### src/rtl/rfap_pkg.sv
// Shared types, constants and the hex decode helper function of the RFID ASCII frame parser.
`default_nettype none

package rfap_pkg;

   localparam logic [7:0] START_BYTE    = 8'h02;
   localparam logic [7:0] END_BYTE      = 8'h03;
   localparam int         FRAME_DIGITS  = 12;
   localparam logic [3:0] LAST_COUNT    = 4'd12;
   localparam logic [3:0] WAITING_COUNT = 4'd13;

   typedef enum logic [1:0] {
      EV_NONE    = 2'd0,
      EV_TAG     = 2'd1,
      EV_ERROR   = 2'd2,
      EV_OVERRUN = 2'd3
   } event_type;

   // Write request from the frame control to the digit store.
   typedef struct packed {
      logic       wr_en;
      logic [3:0] wr_addr;
      logic [3:0] wr_digit;
   } store_wr_type;

   // Decoded view of the twelve stored digits.
   typedef struct packed {
      logic        check_ok;
      logic [15:0] manufacturer;
      logic [23:0] tag_id;
   } store_view_type;

   typedef struct packed {
      logic       ok;
      logic [3:0] value;
   } hex_type;

   // ASCII hex character to digit; a non-hex character gives digit 0.
   function automatic hex_type hex_decode(input logic [7:0] c);
      hex_type r;
      r.ok    = 1'b1;
      r.value = 4'd0;
      if (c >= 8'h30 && c <= 8'h39) begin
         r.value = 4'(c - 8'h30);
      end else if (c >= 8'h41 && c <= 8'h46) begin
         r.value = 4'(c - 8'h37);
      end else if (c >= 8'h61 && c <= 8'h66) begin
         r.value = 4'(c - 8'h57);
      end else begin
         r.ok = 1'b0;
      end
      return r;
   endfunction

endpackage

`default_nettype wire

### src/rtl/rfap_channels.sv
// Valid/ready channel interfaces for the received byte and the parse result.
`default_nettype none

interface rfap_req_if;
   logic       valid;
   logic       ready;
   logic [7:0] rx_byte;

   modport source (output valid, output rx_byte, input ready);
   modport sink   (input valid, input rx_byte, output ready);
endinterface

interface rfap_rsp_if;
   logic        valid;
   logic        ready;
   logic [1:0]  event_res;
   logic [15:0] manufacturer;
   logic [23:0] tag_id;

   modport source (output valid, output event_res, output manufacturer, output tag_id,
                   input ready);
   modport sink   (input valid, input event_res, input manufacturer, input tag_id,
                   output ready);
endinterface

`default_nettype wire

### src/rtl/rfap_digit_store.sv
// Twelve-entry hex digit store with field extraction and checksum compare.
`default_nettype none

module rfap_digit_store
   import rfap_pkg::*;
(
   input  wire logic         clock,
   input  wire store_wr_type wr,
   output store_view_type    view
);

   logic [3:0] digit_ff [FRAME_DIGITS];
   logic [7:0] sum;

   always_ff @(posedge clock) begin
      if (wr.wr_en) begin
         digit_ff[wr.wr_addr] <= wr.wr_digit;
      end
   end

   always_comb begin
      sum = 8'd0;
      for (int p = 0; p < 5; p++) begin
         sum = sum ^ {digit_ff[2 * p], digit_ff[2 * p + 1]};
      end
      view.check_ok     = (sum == {digit_ff[10], digit_ff[11]});
      view.manufacturer = {digit_ff[0], digit_ff[1], digit_ff[2], digit_ff[3]};
      view.tag_id       = {digit_ff[4], digit_ff[5], digit_ff[6], digit_ff[7],
                           digit_ff[8], digit_ff[9]};
   end

endmodule

`default_nettype wire

### src/rtl/rfid_ascii_frame_parser.sv
// Top level of the RFID ASCII frame parser: input stage, frame control, result stage.
// A word accepted into the input register moves on to the result register, where its
// result is shown; every accepted word gives exactly one result word.
// Throughput: one word per cycle while the result side does not stall.
// Reset (synchronous, active high) empties both stages and puts the parser in the
// waiting-for-start state; the digit store holds undefined data until it is written.
`default_nettype none

module rfid_ascii_frame_parser
   import rfap_pkg::*;
(
   input wire logic clock,
   input wire logic reset,
   rfap_req_if.sink   req_chan,
   rfap_rsp_if.source rsp_chan
);

   // Input stage: holds one received word until the result stage can take it.
   logic       in_valid_ff, in_valid_in;
   logic [7:0] in_byte_ff;

   // Frame state: count of stored characters (13 means waiting for a start
   // byte) and a sticky flag for a non-hex character in the current frame.
   logic [3:0] count_ff, count_in;
   logic       digit_err_ff, digit_err_in;

   // Result stage.
   logic        out_valid_ff, out_valid_in;
   event_type   out_event_ff, out_event_in;
   logic [15:0] out_mfr_ff, out_mfr_in;
   logic [23:0] out_id_ff, out_id_in;

   logic           out_free;
   logic           advance;
   store_wr_type   store_wr;
   store_view_type store_view;
   hex_type        hex;

   // The result stage frees up when empty or when its word is taken, so the
   // input stage can move on in the same cycle and accept a new word.
   assign out_free       = !out_valid_ff || rsp_chan.ready;
   assign advance        = in_valid_ff && out_free;
   assign req_chan.ready = !in_valid_ff || out_free;

   assign in_valid_in  = req_chan.ready ? req_chan.valid : in_valid_ff;
   assign out_valid_in = advance ? 1'b1 : (out_valid_ff && !rsp_chan.ready);

   assign hex = hex_decode(in_byte_ff);

   rfap_digit_store u_store (
      .clock (clock),
      .wr    (store_wr),
      .view  (store_view)
   );

   // Frame control. A start byte always restarts the frame. An end byte
   // after exactly twelve characters decodes the frame; it leaves the count
   // at twelve, so a repeated end byte decodes the same frame again. Any
   // other byte is stored while fewer than twelve are held, flags overrun
   // once when twelve are held, and is ignored while waiting.
   always_comb begin
      count_in          = count_ff;
      digit_err_in      = digit_err_ff;
      out_event_in      = out_event_ff;
      out_mfr_in        = out_mfr_ff;
      out_id_in         = out_id_ff;
      store_wr.wr_en    = 1'b0;
      store_wr.wr_addr  = count_ff;
      store_wr.wr_digit = hex.value;
      if (advance) begin
         out_event_in = EV_NONE;
         out_mfr_in   = 16'd0;
         out_id_in    = 24'd0;
         if (in_byte_ff == START_BYTE) begin
            count_in     = 4'd0;
            digit_err_in = 1'b0;
         end else if (in_byte_ff == END_BYTE && count_ff == LAST_COUNT) begin
            if (!digit_err_ff && store_view.check_ok) begin
               out_event_in = EV_TAG;
               out_mfr_in   = store_view.manufacturer;
               out_id_in    = store_view.tag_id;
            end else begin
               out_event_in = EV_ERROR;
            end
         end else if (count_ff < LAST_COUNT) begin
            store_wr.wr_en = 1'b1;
            digit_err_in   = digit_err_ff || !hex.ok;
            count_in       = count_ff + 4'd1;
         end else if (count_ff == LAST_COUNT) begin
            count_in     = WAITING_COUNT;
            out_event_in = EV_OVERRUN;
         end
      end
   end

   always_ff @(posedge clock) begin
      if (reset) begin
         in_valid_ff  <= 1'b0;
         out_valid_ff <= 1'b0;
         count_ff     <= WAITING_COUNT;
         digit_err_ff <= 1'b0;
      end else begin
         in_valid_ff  <= in_valid_in;
         out_valid_ff <= out_valid_in;
         count_ff     <= count_in;
         digit_err_ff <= digit_err_in;
      end
   end

   always_ff @(posedge clock) begin
      if (req_chan.ready) begin
         in_byte_ff <= req_chan.rx_byte;
      end
      out_event_ff <= out_event_in;
      out_mfr_ff   <= out_mfr_in;
      out_id_ff    <= out_id_in;
   end

   assign rsp_chan.valid        = out_valid_ff;
   assign rsp_chan.event_res    = out_event_ff;
   assign rsp_chan.manufacturer = out_mfr_ff;
   assign rsp_chan.tag_id       = out_id_ff;

endmodule

`default_nettype wire

### src/flat_wrapper.sv
// flat-port wrapper written by rule: the top's interface ports become plain ports
module rfid_ascii_frame_parser_flat import rfap_pkg::*;
  (clock, reset, req_chan_valid, req_chan_rx_byte, req_chan_ready, rsp_chan_valid, rsp_chan_event_res, rsp_chan_manufacturer, rsp_chan_tag_id, rsp_chan_ready);
  rfap_req_if req_chan_i ();
  rfap_rsp_if rsp_chan_i ();
  input wire logic clock;
  input wire logic reset;
  input wire logic [$bits(req_chan_i.valid)-1:0] req_chan_valid;
  input wire logic [$bits(req_chan_i.rx_byte)-1:0] req_chan_rx_byte;
  output wire logic [$bits(req_chan_i.ready)-1:0] req_chan_ready;
  output wire logic [$bits(rsp_chan_i.valid)-1:0] rsp_chan_valid;
  output wire logic [$bits(rsp_chan_i.event_res)-1:0] rsp_chan_event_res;
  output wire logic [$bits(rsp_chan_i.manufacturer)-1:0] rsp_chan_manufacturer;
  output wire logic [$bits(rsp_chan_i.tag_id)-1:0] rsp_chan_tag_id;
  input wire logic [$bits(rsp_chan_i.ready)-1:0] rsp_chan_ready;
  assign req_chan_i.valid = req_chan_valid;
  assign req_chan_i.rx_byte = req_chan_rx_byte;
  assign req_chan_ready = req_chan_i.ready;
  assign rsp_chan_valid = rsp_chan_i.valid;
  assign rsp_chan_event_res = rsp_chan_i.event_res;
  assign rsp_chan_manufacturer = rsp_chan_i.manufacturer;
  assign rsp_chan_tag_id = rsp_chan_i.tag_id;
  assign rsp_chan_i.ready = rsp_chan_ready;
  rfid_ascii_frame_parser u_core (.clock(clock), .reset(reset), .req_chan(req_chan_i), .rsp_chan(rsp_chan_i));
endmodule
### config.mk
export PLATFORM = sky130hd
export DESIGN_NAME = rfid_ascii_frame_parser_flat
export DESIGN_NICKNAME = d
export VERILOG_FILES = /design/src/rtl/rfap_pkg.sv /design/src/rtl/rfap_channels.sv /design/src/rtl/rfap_digit_store.sv /design/src/rtl/rfid_ascii_frame_parser.sv /design/src/flat_wrapper.sv
export SDC_FILE = /design/constraint.sdc
export NUM_CORES = 1
export LEC_CHECK = 0
export ABC_CLOCK_PERIOD_IN_PS = 3600
export BUFFER_PORTS_ARGS = -buffer_cell sky130_fd_sc_hd__buf_2
export CORE_UTILIZATION = 30
export DETAILED_ROUTE_END_ITERATION = 7
export PLACE_DENSITY_LB_ADDON = 0.2
export SYNTH_ARGS = -nofsm -noshare
export SYNTH_HDL_FRONTEND = slang
export SYNTH_SLANG_ARGS = --single-unit
### constraint.sdc
create_clock -name clock -period 3.6 [get_ports clock]
set_input_delay 0.72 -clock clock [delete_from_list [all_inputs] [get_ports clock]]
set_output_delay 0.72 -clock clock [all_outputs]
set_load 0.01 [all_outputs]
======== Word-level counts from Yosys, hierarchy flattened ========
Memories as Yosys holds them, arrays and structs flattened.
Index checks and enable logic that the tools add are counted.
word-level totals
  bits in writable memories ............... 48
  ROM bits ................................ 0
  output and inout port bits .............. 44
  word-level logic and storage cells ...... 75
  register bits ........................... 57
  memories ................................ 1
  bits in latches ......................... 0
cells by class
  reduce and logical (&&, ||, !) cells .... 20
  magnitude comparators ................... 7
  div/mod/pow operators ................... 0
  equal/unequal tests ..................... 5
  bitwise operators ....................... 6
  shift operators ......................... 0
  muxes and demuxes ....................... 24
  add/subtract/negate cells ............... 4
  multipliers ............................. 0
memories
  memory                   depth  width  rd ports  clocked after Yosys merged registers in  write ports  RTL line                text
  u_core.u_store.digit_ff  12     4      12        0                                        1            rfap_digit_store.sv:12  logic [3:0] digit_ff [FRAME_DIGITS];
operators with widths
  kind                                                                                 count
  8-bit bitwise XOR                                                                    4
  4-bit 2-to-1 mux                                                                     7
  8-bit by 2-bit == test with 1-bit output, second input constant                      2
  8-bit by 7-bit greater-or-equal comparator with 1-bit output, second input constant  2
  8-bit by 7-bit less-or-equal comparator with 1-bit output, second input constant     2
  1-bit 2-to-1 mux                                                                     13
  8-bit == test                                                                        1
  8-bit by 6-bit greater-or-equal comparator with 1-bit output, second input constant  1
  8-bit by 6-bit less-or-equal comparator with 1-bit output, second input constant     1
  2-bit 2-to-1 mux                                                                     4
  4-bit by 3-bit subtractor with 4-bit output, second input constant                   2
  1-bit logical AND                                                                    7
  3-bit AND reduction                                                                  2
  1-bit zero test                                                                      5
  4-bit by 1-bit adder with 4-bit output, second input constant                        1
  4-bit == test, second input constant                                                 1
  4-bit less-than comparator, second input constant                                    1
  4-bit by 1-bit subtractor with 4-bit output, second input constant                   1
  1-bit logical OR                                                                     3
  3-bit nonzero test                                                                   1
  3-bit OR reduction                                                                   1
  2-bit by 1-bit inequality test with 1-bit output, second input constant              1
  1-bit NOT                                                                            2
  2-bit nonzero test                                                                   1

======== Longest topological paths before layout ========
Gate-level depths: netlist of run 1.
  depth in word-level cells ............... 10
  depth in mapped cells ................... 7
  depth with buffers taken out ............ 7

======== Modules after synthesis ========
From an unflattened synthesis of run 1, not the netlist that was laid out.
unflattened totals
  cell total of the unflattened synthesis .. 274
  area total of the unflattened synthesis .. 4344.2 um^2
by module, submodules not included
  module                   instances  cells each  area each (um^2)  sequential area each (um^2)
  rfid_ascii_frame_parser  1          170         2404.8            1641.6
  rfap_digit_store         1          104         1939.4            1441.4

======== Least setup slack after synthesis of run 1 ========
OpenSTA, ideal clock, no wires.
  kind .................................... input to register
  from .................................... input rsp_chan_ready
  to ...................................... memory u_core.u_store.digit_ff[10][0], enable pin
  path buffers ............................ 1
  stages .................................. 7
  arrival ................................. 2691 ps
  slack ................................... 600 ps
  setup time .............................. 309 ps
  cells stage by stage .................... nor2b_1 nand2b_1 clkbuf_1 inv_1 nand2_1 nor3b_1 and2_1
between the ends
  word-level cells in the longest chain between the ends .. 5
RTL lines
  what                                    RTL line                       text
  from (decl)                             flat_wrapper.sv:15             input wire logic [$bits(rsp_chan_i.ready)-1:0] rsp_chan_ready;
  1-bit logical OR                        rfid_ascii_frame_parser.sv:41  assign out_free = !out_valid_ff || rsp_chan.ready;
  1-bit logical AND                       rfid_ascii_frame_parser.sv:42  assign advance = in_valid_ff && out_free;
  via u_core.advance                      rfid_ascii_frame_parser.sv:34  logic advance;
  1-bit 2-to-1 mux                        rfid_ascii_frame_parser.sv:70  if (advance) begin
  1-bit 2-to-1 mux                        rfap_digit_store.sv:16         if (wr.wr_en) begin
  1-bit 2-to-1 mux (not written as such)  rfap_digit_store.sv:17         digit_ff[wr.wr_addr] <= wr.wr_digit;
  to (decl)                               rfap_digit_store.sv:12
The timed path passes the listed nets, and every way through them passes these cells.

==> reports/qor.yml, run 1 <==
critical_path:
  end_kind: "register"
  worstPathCellList: "xnor2_1, xnor3_1, or3_1, nor4_4, buf_4, and2_1"
  r2r-start: "u_core.u_store.digit_ff[5][3]$_DFFE_PP_"
  r2r_cells: 6
  crit_slowest_cell: "nor4_4"
  criticalPathCategory: "reg2reg"
  critPathMaxFanout: 26
  reg2reg_slack_ps: 960
  worst_ep_required_time_ps: 3820
  crit_arrival_ps: 2860
  max_stage_delay_ps: 570
  crit_buf_inv: 1
  crit_path_start_kind: "register"
  reg2reg_to: "u_core.rsp_chan.manufacturer[2]$_SDFFCE_PP0P_"
  critical-path-top-delay-family: "simple AND/OR/NAND/NOR gates"
min_path:
  holdPathStages: 2
  min_path_type: "reg2reg"
  hold_end: "u_core.digit_err_ff$_SDFFE_PP0P_"
  hp-start: "u_core.digit_err_ff$_SDFFE_PP0P_"
clock_network:
  insertion_delay_ps: 350
  cts_made_buffers: 9
  h-tree-depth: 3
  cts_buffer_depth: 2
  root_buffer: "clkbuf_16"
  clk_pin_slew_worst_paths_ps: 70
  cts.sinks: 105
  post_cts_resize_count: 0
  cts_tree: "built"
  post_cts_buffers: 0
  ctsHoldBuffers: 0
synth:
  syn_area_mm2: 0.00435
  ys_types: 35
  syn_area_per_cell_um2: 16.0
  synth_seq_cells: 105
  ys_seq_area_share_pct: 70.9
  syn_inst: 271
  yosysWarningCount: 0
  syn_nets: 291
layout:
  final_common_cell: "edfxtp_1"
  mostFrequentLayoutCells: "edfxtp_1, buf_2, and2_1"
  drive_above_1_share_pct: 23.0
  syn_to_final_growth_pct: 18.2
  n_antenna_cell: 0
  stdcell_count: 519
  final_area_mm2: 0.00514
  num-nets-final: 354
timing:
  slew_violations: 0
  tns_ps: 0
  worst_slack_ps: 957
  post-route-period-util_pct: 73.4
  fmax_mhz: 378
  maxSlewHeadroom_pct: 36.5
  setup_viol: 0
  tightest_slew_ps: 946
  final-hold-violation-count: 0
  clock_skew_ps: 5.53
  period_needed_ps: 2640
  whs_ps: 476
  rsz0062_at_grt: "no"
grt:
  antenna_found_initial: 0
  grt_pass1_vias: 2188
  grt_start_max_net_pins: 45
  grt_usage_pct: 10.4
  grt_overflow_total: 0
  grt_pass1_wl_mm: 11.1
placed_design:
  hpwl_mm: 5.10
  routabilityCongestion: 0.808
  dp.cells: 503
  placed_area_mm2: 0.00482
  port_buffers: 55
  dp_worst_setup_slack_ps: 861
power_and_ir_drop:
  cellLeakagePower_nw: 1.95
  power_density_mw_per_mm2: 480
  peakVddDrop_mv: 0.219
floorplanning:
  die-width_um: 122
  num_io_pins: 56
  dieArea_mm2: 0.0150
  start_util_pct: 31.1
  core_region_area_mm2: 0.0140
  rows: 43
  die_y_um: 122
route:
  dr.pass1.iters: 4
  wirelength_mm: 7.22
  vias: 2203
  wl_per_cell_um: 13.9
  drtIter0Drc: 95
  route.detailed.drc: 0
  vias_per_cell: 4.24
  ant_nets: 0
run:
  maxCapViolations: 0
outcome:
  status: "completed"
==> per-layer routing <==
metal,share of wire [%],vias to the layer above,global-route usage [%]
li1,-,1101,-
met3,4.7,14,2.79
met2,46,54,16.0
met4,3.1,0,6.40
met1,46,1034,12.9
met5,0,-,0
==> through the flow <==
stage                     power, W  utilization, %
after CTS                  0.00249            36.7
after detailed placement   0.00146            34.4
final                      0.00246            36.7
after floorplan            0.00142               -
after global routing       0.00254            36.7
after global placement     0.00146            34.4
==> cells in the mapped netlist <==
master	n	share of area, %
and3_1	1	0.14
o21ai_0	5	0.58
nand3_1	6	0.69
o21a_1	1	0.17
xnor2_2	1	0.37
and2_1	52	7.5
nand4_1	3	0.43
nor2b_1	2	0.29
a211oi_1	1	0.17
or4b_2	1	0.23
o21bai_1	4	0.69
nor3b_1	2	0.35
nor4_4	1	0.49
a21oi_1	7	0.81
ha_1	8	2.3
nand2_1	7	0.60
xnor3_1	8	4.1
a41oi_1	1	0.20
clkbuf_1	2	0.17
nand3b_1	1	0.17
nor3_2	1	0.23
nor3_1	2	0.23
nand2b_1	1	0.14
nor2_1	9	0.78
inv_1	6	0.52
edfxtp_1	98	68
a31oi_1	1	0.14
a2111oi_0	1	0.20
xnor2_1	16	3.2
a22o_1	1	0.20
and4_1	1	0.20
buf_6	4	1.0
or3_1	2	0.29
dfxtp_1	7	3.2
xor2_1	7	1.4
==> final cells by class <==
type | count | area [um2]
Clock inverter | 7 | 95.1
Tap cell | 180 | 225
Multi-Input combinational cell | 154 | 1190
Clock buffer | 9 | 225
Sequential cell | 105 | 3080
Timing Repair Buffer | 58 | 298
Fill cell | 1330 | 8850
Inverter | 6 | 22.5
==> worst register-to-register path: stages (launching register included) <==
cell	delay, ps
edfxtp_1	430
xnor2_1	190
xnor3_1	430
or3_1	380
nor4_4	570
buf_4	340
and2_1	170
==> worst max path at each step <==
stage                                                 start                                       endpoint  slack (ps)  depth (start not counted)
finish              u_core.u_store.digit_ff[5][3]$_DFFE_PP_  u_core.rsp_chan.manufacturer[2]$_SDFFCE_PP0P_         960                          6
global route                 u_core.in_byte_ff[2]$_DFFE_PP_  u_core.rsp_chan.manufacturer[2]$_SDFFCE_PP0P_         740                          6
CTS                          u_core.in_byte_ff[0]$_DFFE_PP_       u_core.u_store.digit_ff[11][2]$_DFFE_PP_         840                          6
detailed placement           u_core.in_byte_ff[0]$_DFFE_PP_        u_core.u_store.digit_ff[2][2]$_DFFE_PP_         860                          6
global placement             u_core.in_byte_ff[0]$_DFFE_PP_        u_core.u_store.digit_ff[0][2]$_DFFE_PP_         930                          6
floorplan                                    rsp_chan_ready       u_core.u_store.digit_ff[10][0]$_DFFE_PP_         600                          7
==> state kept, by name (all words and copies together), names as in the netlist <==
name / flops
u_core.count_ff: 4
u_core.digit_err_ff: 1
u_core.in_byte_ff: 8
u_core.in_valid_ff: 1
u_core.rsp_chan.event_res: 2
u_core.rsp_chan.manufacturer: 16
u_core.rsp_chan.tag_id: 24
u_core.rsp_chan.valid: 1
u_core.u_store.digit_ff: 48
==> power by group <==
group          total (W)  internal (W)  switching [W]
clock            0.00104      0.000609       0.000429
combinational  0.0000664     0.0000234      0.0000430
sequential       0.00136       0.00135      0.0000103
total            0.00246       0.00198       0.000482
==> kinds of logic after synthesis <==
kind of cell / after synthesis / share of synthesized area, %
and+or+nand+nor: 92 / 12.7
xor gates and xnor gates: 32 / 9.15
buffers and inverters: 12 / 1.73
DFF: 105 / 70.9
adders and majority gates: 8 / 2.30
AOI/OAI and AO/OA: 22 / 3.17
Note: power is estimated with default switching activity, not from simulation.
==> run 2, diff against run 1 <==
--- a/config.mk
+++ b/config.mk
@@ -5,7 +5,7 @@
 export SDC_FILE = /design/constraint.sdc
 export NUM_CORES = 1
 export LEC_CHECK = 0
-export ABC_CLOCK_PERIOD_IN_PS = 3600
+export ABC_CLOCK_PERIOD_IN_PS = 2600
 export BUFFER_PORTS_ARGS = -buffer_cell sky130_fd_sc_hd__buf_2
 export CORE_UTILIZATION = 30
 export DETAILED_ROUTE_END_ITERATION = 7
==> constraint.sdc (replaced) <==
create_clock -name clock -period 2.6 [get_ports clock]
set_input_delay 0.52 -clock clock [delete_from_list [all_inputs] [get_ports clock]]
set_output_delay 0.52 -clock clock [all_outputs]
set_load 0.01 [all_outputs]
==> run 2 against run 1 <==
Worst setup slack got worse by 770 ps. Sequential power grew 39%. Utilization barely moved. Sequential cell count did not move. Clock power up 27%. Maximum frequency rose by 9.7%. Die area unchanged. Design area hardly changed. Non-clock buffer count is 3 higher. First-iteration DRC count increased by 38%.
==> reports/qor.yml, run 2 (synthesized netlist as in run 1, its figures left out) <==
clock_network:
  ctsHoldBuffers: 0  # unchanged
  cts.sinks: 105  # unchanged
  cts_buffer_depth: 2  # unchanged
  clk_pin_slew_worst_paths_ps: 60  # about the same
  cts_tree: "built"
  cts_made_buffers: 9  # unchanged
  post_cts_buffers: 0  # unchanged
  insertion_delay_ps: 340  # about the same
  h-tree-depth: 3  # unchanged
  root_buffer: "clkbuf_16"
critical_path:
  crit_path_start_kind: "register"
  reg2reg_to: "u_core.u_store.digit_ff[2][1]$_DFFE_PP_"
  critPathMaxFanout: 12  # -54%
  end_kind: "register"
  r2r_cells: 4  # -2
  crit_arrival_ps: 2430  # -430 ps
  criticalPathCategory: "reg2reg"
  critical_path.startpoint: "u_core.in_byte_ff[0]$_DFFE_PP_"
  worst_ep_required_time_ps: 2620  # -1200 ps
  r2r-start: "u_core.in_byte_ff[0]$_DFFE_PP_"
  reg2reg_slack_ps: 190  # -770 ps
timing:
  clock_skew_ps: 5.23  # -0.298 ps
  maxSlewHeadroom_pct: 61.2  # +25 points
  final-hold-violation-count: 0  # unchanged
  fmax_mhz: 415  # +9.7%
  tightest_slew_ps: 582  # -364 ps
  slew_violations: 0  # unchanged
  tns_ps: 0  # unchanged
  rsz0062_at_grt: "no"
  setup_viol: 0  # unchanged
  period_needed_ps: 2410  # -234 ps
  post-route-period-util_pct: 92.6  # +19 points
grt:
  antenna_found_initial: 0  # unchanged
  grt_usage_pct: 10.7  # +0.37 points
  grt_overflow_total: 0  # unchanged
  grt_use_met2_pct: 16.3  # +0.28 points
  grtUsageMet3_pct: 3.25  # +0.46 points
  grt_use_met1_pct: 14.1  # +1.2 points
  busiest_layer: "met2"
  grt_pass1_vias: 2247  # +2.7%
  grt_start_max_net_pins: 45  # unchanged
  grt_pass1_wl_mm: 11.6  # +4.5%
layout:
  seq_area_mm2: 0.00308  # unchanged
  fillers: 1328  # -0.15%
  final_common_cell: "edfxtp_1"
  mostFrequentLayoutCells: "edfxtp_1, buf_2, and2_1"
  multi_input_area_mm2: 0.00119  # +0.21%
  syn_to_final_growth_pct: 18.1  # about the same
  n_antenna_cell: 0  # unchanged
  num-nets-final: 357  # +0.85%
  stdcell_count: 522  # +0.58%
  largest_reg_flops: 48  # unchanged
  top_register: "u_core.u_store.digit_ff"
  drive_above_1_share_pct: 23.7  # +0.68 points
floorplanning:
  die-width_um: 122  # unchanged
  num_io_pins: 56  # unchanged
  rows: 43  # unchanged
  core_region_area_mm2: 0.0140  # unchanged
  die_y_um: 122  # unchanged
  start_util_pct: 31.1  # unchanged
  dieArea_mm2: 0.0150  # unchanged
outcome:
  status: "completed"
min_path:
  holdPathStages: 1  # -1
  hold_end: "u_core.in_byte_ff[5]$_DFFE_PP_"
  min_path_type: "in2reg"
  hp-start: "req_chan_rx_byte[5]"
placed_design:
  port_buffers: 55  # unchanged
  dp.cells: 506  # +0.60%
  hpwl_mm: 5.24  # +2.9%
  routabilityCongestion: 0.778  # -3.7%
power_and_ir_drop:
  power_density_mw_per_mm2: 642  # +34%
  cellLeakagePower_nw: 1.94  # -0.38%
  peakVddDrop_mv: 0.318  # +45%
route:
  vias_per_cell: 4.24  # -0.17%
  drtIter0Drc: 131  # +38%
  wl_per_cell_um: 14.0  # +0.76%
  vias: 2212  # +0.41%
  wirelength_mm: 7.32  # +1.3%
  route.detailed.drc: 0  # unchanged
  dr.pass1.iters: 4  # unchanged
  ant_nets: 0  # unchanged
run:
  maxCapViolations: 0  # unchanged
-- run 2: cell types whose count changed in the layout (fill, tap and decap cells not counted), sizes merged --
cell / delta
clkinv: -2
bufinv: -1
buf: +3
clkbuf: +2
clkinvlp: +1
-- run 2: final cells by class --
type / instances / share of cell area, %
Clock buffer: 11 / 4.53
Clock inverter: 5 / 1.10
Inverter: 6 / 0.512
Multi-Input combinational cell: 154 / 23.2
Sequential cell: 105 / 60.0
Tap cell: 180 / 4.38
Timing Repair Buffer: 61 / 6.24
-- run 2: metal layers --
metal	vias up	share of wire, %
met5	-	0
li1	1114	-
met2	48	45
met4	0	2.3
met3	11	4.4
met1	1039	48
-- run 2: what timing repair did --
| item | 4_1_cts | 5_1_grt |
|---|---|---|
| hold endpoints to repair | 0 | 0 |
| endpoints found under the setup margin | 0 | 12 |
| resized for setup | 0 | 1 |
-- run 2: where the power goes --
group	switching, W	internal (W)	total [W]
clock	0.000570	0.000747	0.00132
combinational	0.0000612	0.0000340	0.0000952
sequential	0.0000152	0.00187	0.00189
-- run 2: worst max-delay path, cell delays in order, from the launching register on --
cell and delay (ps):
edfxtp_1 500, ha_1 270, or4b_2 680, and4_1 240, a22o_1 410
-- run 2: how the worst max path moves through the flow --
stage                                                           to  slack, ps  cells past startpoint
after detailed placement   u_core.u_store.digit_ff[2][3]$_DFFE_PP_        110                      7
after global routing       u_core.u_store.digit_ff[2][1]$_DFFE_PP_        110                      5
after CTS                  u_core.u_store.digit_ff[5][3]$_DFFE_PP_        110                      7
after global placement     u_core.u_store.digit_ff[0][3]$_DFFE_PP_        260                      7
after floorplan           u_core.u_store.digit_ff[10][0]$_DFFE_PP_         60                      7
final                      u_core.u_store.digit_ff[2][1]$_DFFE_PP_        190                      4
-- run 2: through the flow --
stage	hold WS [ps]	setup WS (ps)	utilization, %	instance area [um2]	power (W)
2_1_floorplan	443	58.1	-	4350	0.00197
3_3_place_gp	484	259	34.6	4840	0.00202
3_5_place_dp	479	114	34.6	4840	0.00202
4_1_cts	338	106	36.7	5130	0.00334
5_1_grt	343	111	36.7	5140	0.00341
6_report	356	191	36.7	5140	0.00330
==> run 3, diff against run 2 <==
--- a/config.mk
+++ b/config.mk
@@ -5,11 +5,13 @@
 export SDC_FILE = /design/constraint.sdc
 export NUM_CORES = 1
 export LEC_CHECK = 0
-export ABC_CLOCK_PERIOD_IN_PS = 2600
+export ABC_CLOCK_PERIOD_IN_PS = 2800
 export BUFFER_PORTS_ARGS = -buffer_cell sky130_fd_sc_hd__buf_2
 export CORE_UTILIZATION = 30
 export DETAILED_ROUTE_END_ITERATION = 7
+export GPL_ROUTABILITY_DRIVEN = 0
 export PLACE_DENSITY_LB_ADDON = 0.2
 export SYNTH_ARGS = -nofsm -noshare
 export SYNTH_HDL_FRONTEND = slang
+export SYNTH_HIERARCHICAL = 1
 export SYNTH_SLANG_ARGS = --single-unit
==> constraint.sdc (replaced) <==
create_clock -name clock -period 2.8 [get_ports clock]
set_input_delay 0.56 -clock clock [delete_from_list [all_inputs] [get_ports clock]]
set_output_delay 0.56 -clock clock [all_outputs]
set_load 0.01 [all_outputs]
==> run 3 against run 2 <==
Design area increased by 1.2%. Highest routed layer unchanged. Sequential cell count unchanged. Final cell count increased by 2.9%. Die area about the same. Critical endpoint is now u_core/rsp_chan.tag_id[15]$_SDFFCE_PP0P_. First-iteration DRC count unchanged. Critical path type unchanged.
==> reports/qor.yml, run 3 <==
clock_network:
  cts.sinks: 105  # unchanged
  cts_buffer_depth: 2  # unchanged
  root_buffer: "clkbuf_16"
  h-tree-depth: 3  # unchanged
  insertion_delay_ps: 350  # about the same
  clk_pin_slew_worst_paths_ps: 70  # about the same
  post_cts_buffers: 0  # unchanged
  cts_made_buffers: 9  # unchanged
  cts_tree: "built"
timing:
  fmax_mhz: 394  # -5.1%
  period_needed_ps: 2540  # +128 ps
  post-route-period-util_pct: 90.6  # -2.0 points
  maxSlewHeadroom_pct: 49.1  # -12 points
  final-hold-violation-count: 0  # unchanged
  clock_skew_ps: 10.2  # +4.96 ps
  slew_violations: 0  # unchanged
  rsz0062_at_grt: "no"
  tightest_slew_ps: 756  # +174 ps
  setup_viol: 0  # unchanged
  worst_slack_ps: 263  # +71.7 ps
  tns_ps: 0  # unchanged
route:
  wirelength_mm: 7.73  # +5.6%
  wl_per_cell_um: 14.4  # +2.6%
  vias_per_cell: 4.33  # +2.1%
  dr.pass1.iters: 4  # unchanged
  route.detailed.drc: 0  # unchanged
  vias: 2323  # +5.0%
  ant_nets: 0  # unchanged
  drtIter0Drc: 131  # unchanged
layout:
  syn_to_final_growth_pct: 19.7
  drive_above_1_share_pct: 26.1  # +2.4 points
  multi_input_area_mm2: 0.00118  # -0.63%
  largest_reg_flops: 48  # unchanged
  final_common_cell: "edfxtp_1"
  final_area_mm2: 0.00520  # +1.2%
  num-nets-final: 370  # +3.6%
  n_antenna_cell: 0  # unchanged
  seq_area_mm2: 0.00308  # unchanged
  fillers: 1379  # +3.8%
  top_register: "u_core/u_store/digit_ff"
  mostFrequentLayoutCells: "edfxtp_1, buf_2, and2_1"
synth:
  yosysWarningCount: 6  # +6
  synth_top_area_share_pct: 67.7  # about the same
  ys_top_cells_by_area: "edfxtp_1, and2_1, xnor2_1, dfxtp_1, xnor3_1"
  syn_area_mm2: 0.00434  # about the same
  ys_types: 40  # +14%
  syn_inst: 274  # +1.1%
  synth_edf_count: 98  # unchanged
  synth_top_area_cell: "edfxtp_1"
  ys_seq_area_share_pct: 71.0  # about the same
  ys_async_sr_fraction_pct: 0  # unchanged
  syn_area_per_cell_um2: 15.9  # -1.2%
  yosysMostFrequentCell: "edfxtp_1"
  synth_seq_cells: 105  # unchanged
  syn_nets: 292  # +0.34%
  synth-main-ff-cell: "edfxtp_1"
  synthTopCellsByCount: "edfxtp_1, and2_1, xnor2_1"
floorplanning:
  die-width_um: 122  # about the same
  rows: 43  # unchanged
  die_y_um: 122  # about the same
  num_io_pins: 56  # unchanged
  dieArea_mm2: 0.0150  # about the same
  start_util_pct: 31.1  # about the same
  core_region_area_mm2: 0.0140  # unchanged
grt:
  grt_pass1_wl_mm: 12.4  # +6.2%
  grt_overflow_total: 0  # unchanged
  grt_usage_pct: 11.5  # +0.75 points
  grt_start_max_net_pins: 41  # -8.9%
  antenna_found_initial: 0  # unchanged
  grt_pass1_vias: 2323  # +3.4%
placed_design:
  placed_area_mm2: 0.00493  # +1.8%
  hpwl_mm: 5.31  # +1.2%
  port_buffers: 55  # unchanged
  dp_worst_setup_slack_ps: 207  # +92.9 ps
power_and_ir_drop:
  peakVddDrop_mv: 0.244  # -23%
  power_density_mw_per_mm2: 573  # -11%
  cellLeakagePower_nw: 1.93  # -0.39%
run:
  maxCapViolations: 0  # unchanged
critical_path:
  max_stage_delay_ps: 410  # -270 ps
  critPathMaxFanout: 40  # +28
  crit_slowest_cell: "edfxtp_1"
  r2r_cells: 9  # +5
  criticalPathCategory: "reg2reg"
  worstPathCellList: "xor2_1, xnor3_1, nand4_1, nor4_2, nor2b_2, nand3_1, nor4_4, buf_12, and2_1"
  end_kind: "register"
  worst_ep_required_time_ps: 3010  # +390 ps
  crit_arrival_ps: 2750  # +320 ps
  crit_path_start_kind: "register"
outcome:
  status: "completed"
min_path:
  holdPathStages: 1  # unchanged
  min_path_type: "in2reg"
run 3: cell count changes after synthesis, sizes merged, moves of 3 or more:
cell,before,now
and2,52,40
o21bai,4,1
nor4,1,6
inv,6,9
xnor2,17,20
nand2,7,11
run 3: area by class of cell:
| type | instances | area share, % |
|---|---|---|
| Sequential cell | 105 | 59.3 |
| Multi-Input combinational cell | 156 | 22.8 |
| Timing Repair Buffer | 71 | 7.85 |
| Clock buffer | 10 | 4.40 |
| Tap cell | 180 | 4.33 |
| Clock inverter | 6 | 0.674 |
| Inverter | 9 | 0.650 |
run 3: critical path: cells and delay by family (launching register included):
family,cells,cell delay (ps)
flip-flops,1,410
buffers and inverters,1,210
XOR/XNOR,2,550
AND/OR/NAND/NOR,6,1220
run 3: metrics by stage:
stage	hold WS (ps)	std cells	utilization (%)	power, W
after CTS	373	537	37.1	0.00303
after global routing	371	537	37.2	0.00310
after floorplan	473	274	-	0.00183
final	388	537	37.2	0.00298
after detailed placement	494	521	35.3	0.00188
after global placement	503	521	35.3	0.00188
run 3: report_power, final:
part	switching (W)	internal [W]
clock network	0.000538	0.000597
registers	0.0000139	0.00174
logic	0.0000578	0.0000354
run 3: cell families after synthesis:
| group | count (synthesis) | share of synthesized area [%] |
|---|---|---|
| mux | 2 | 0.490 |
| buf+inv | 13 | 1.81 |
| simple gates | 94 | 12.9 |
| fa+ha+maj | 6 | 1.73 |
| flops | 105 | 71.0 |
| xor+xnor | 34 | 8.76 |
| compound gates | 20 | 3.34 |
run 3: final timing paths:
check                                                              from                                  endpoint  slack (ps)
worst min-delay path                                req_chan_rx_byte[0]            u_core/in_byte_ff[0]$_DFFE_PP_         390
worst min register to register         u_core/digit_err_ff$_SDFFE_PP0P_          u_core/digit_err_ff$_SDFFE_PP0P_         530
worst max-delay path            u_core/u_store/digit_ff[9][2]$_DFFE_PP_  u_core/rsp_chan.tag_id[15]$_SDFFCE_PP0P_         260
worst max register to register  u_core/u_store/digit_ff[9][2]$_DFFE_PP_  u_core/rsp_chan.tag_id[15]$_SDFFCE_PP0P_         260
run 3: what timing repair did:
| item | in CTS | in global routing |
|---|---|---|
| endpoints found under the setup margin | 0 | 2 |
| resized for setup | 0 | 1 |
| hold buffers | 0 | 0 |
run 3: layer usage:
metal	wire length (um)	global-route usage [%]	vias to the layer above	share of wire, %
li1	-	-	1160	-
met1	3450	14.4	1101	45
met2	3770	18.0	51	49
met3	350	2.97	11	4.5
met4	161	6.17	0	2.1
met5	0	0	-	0
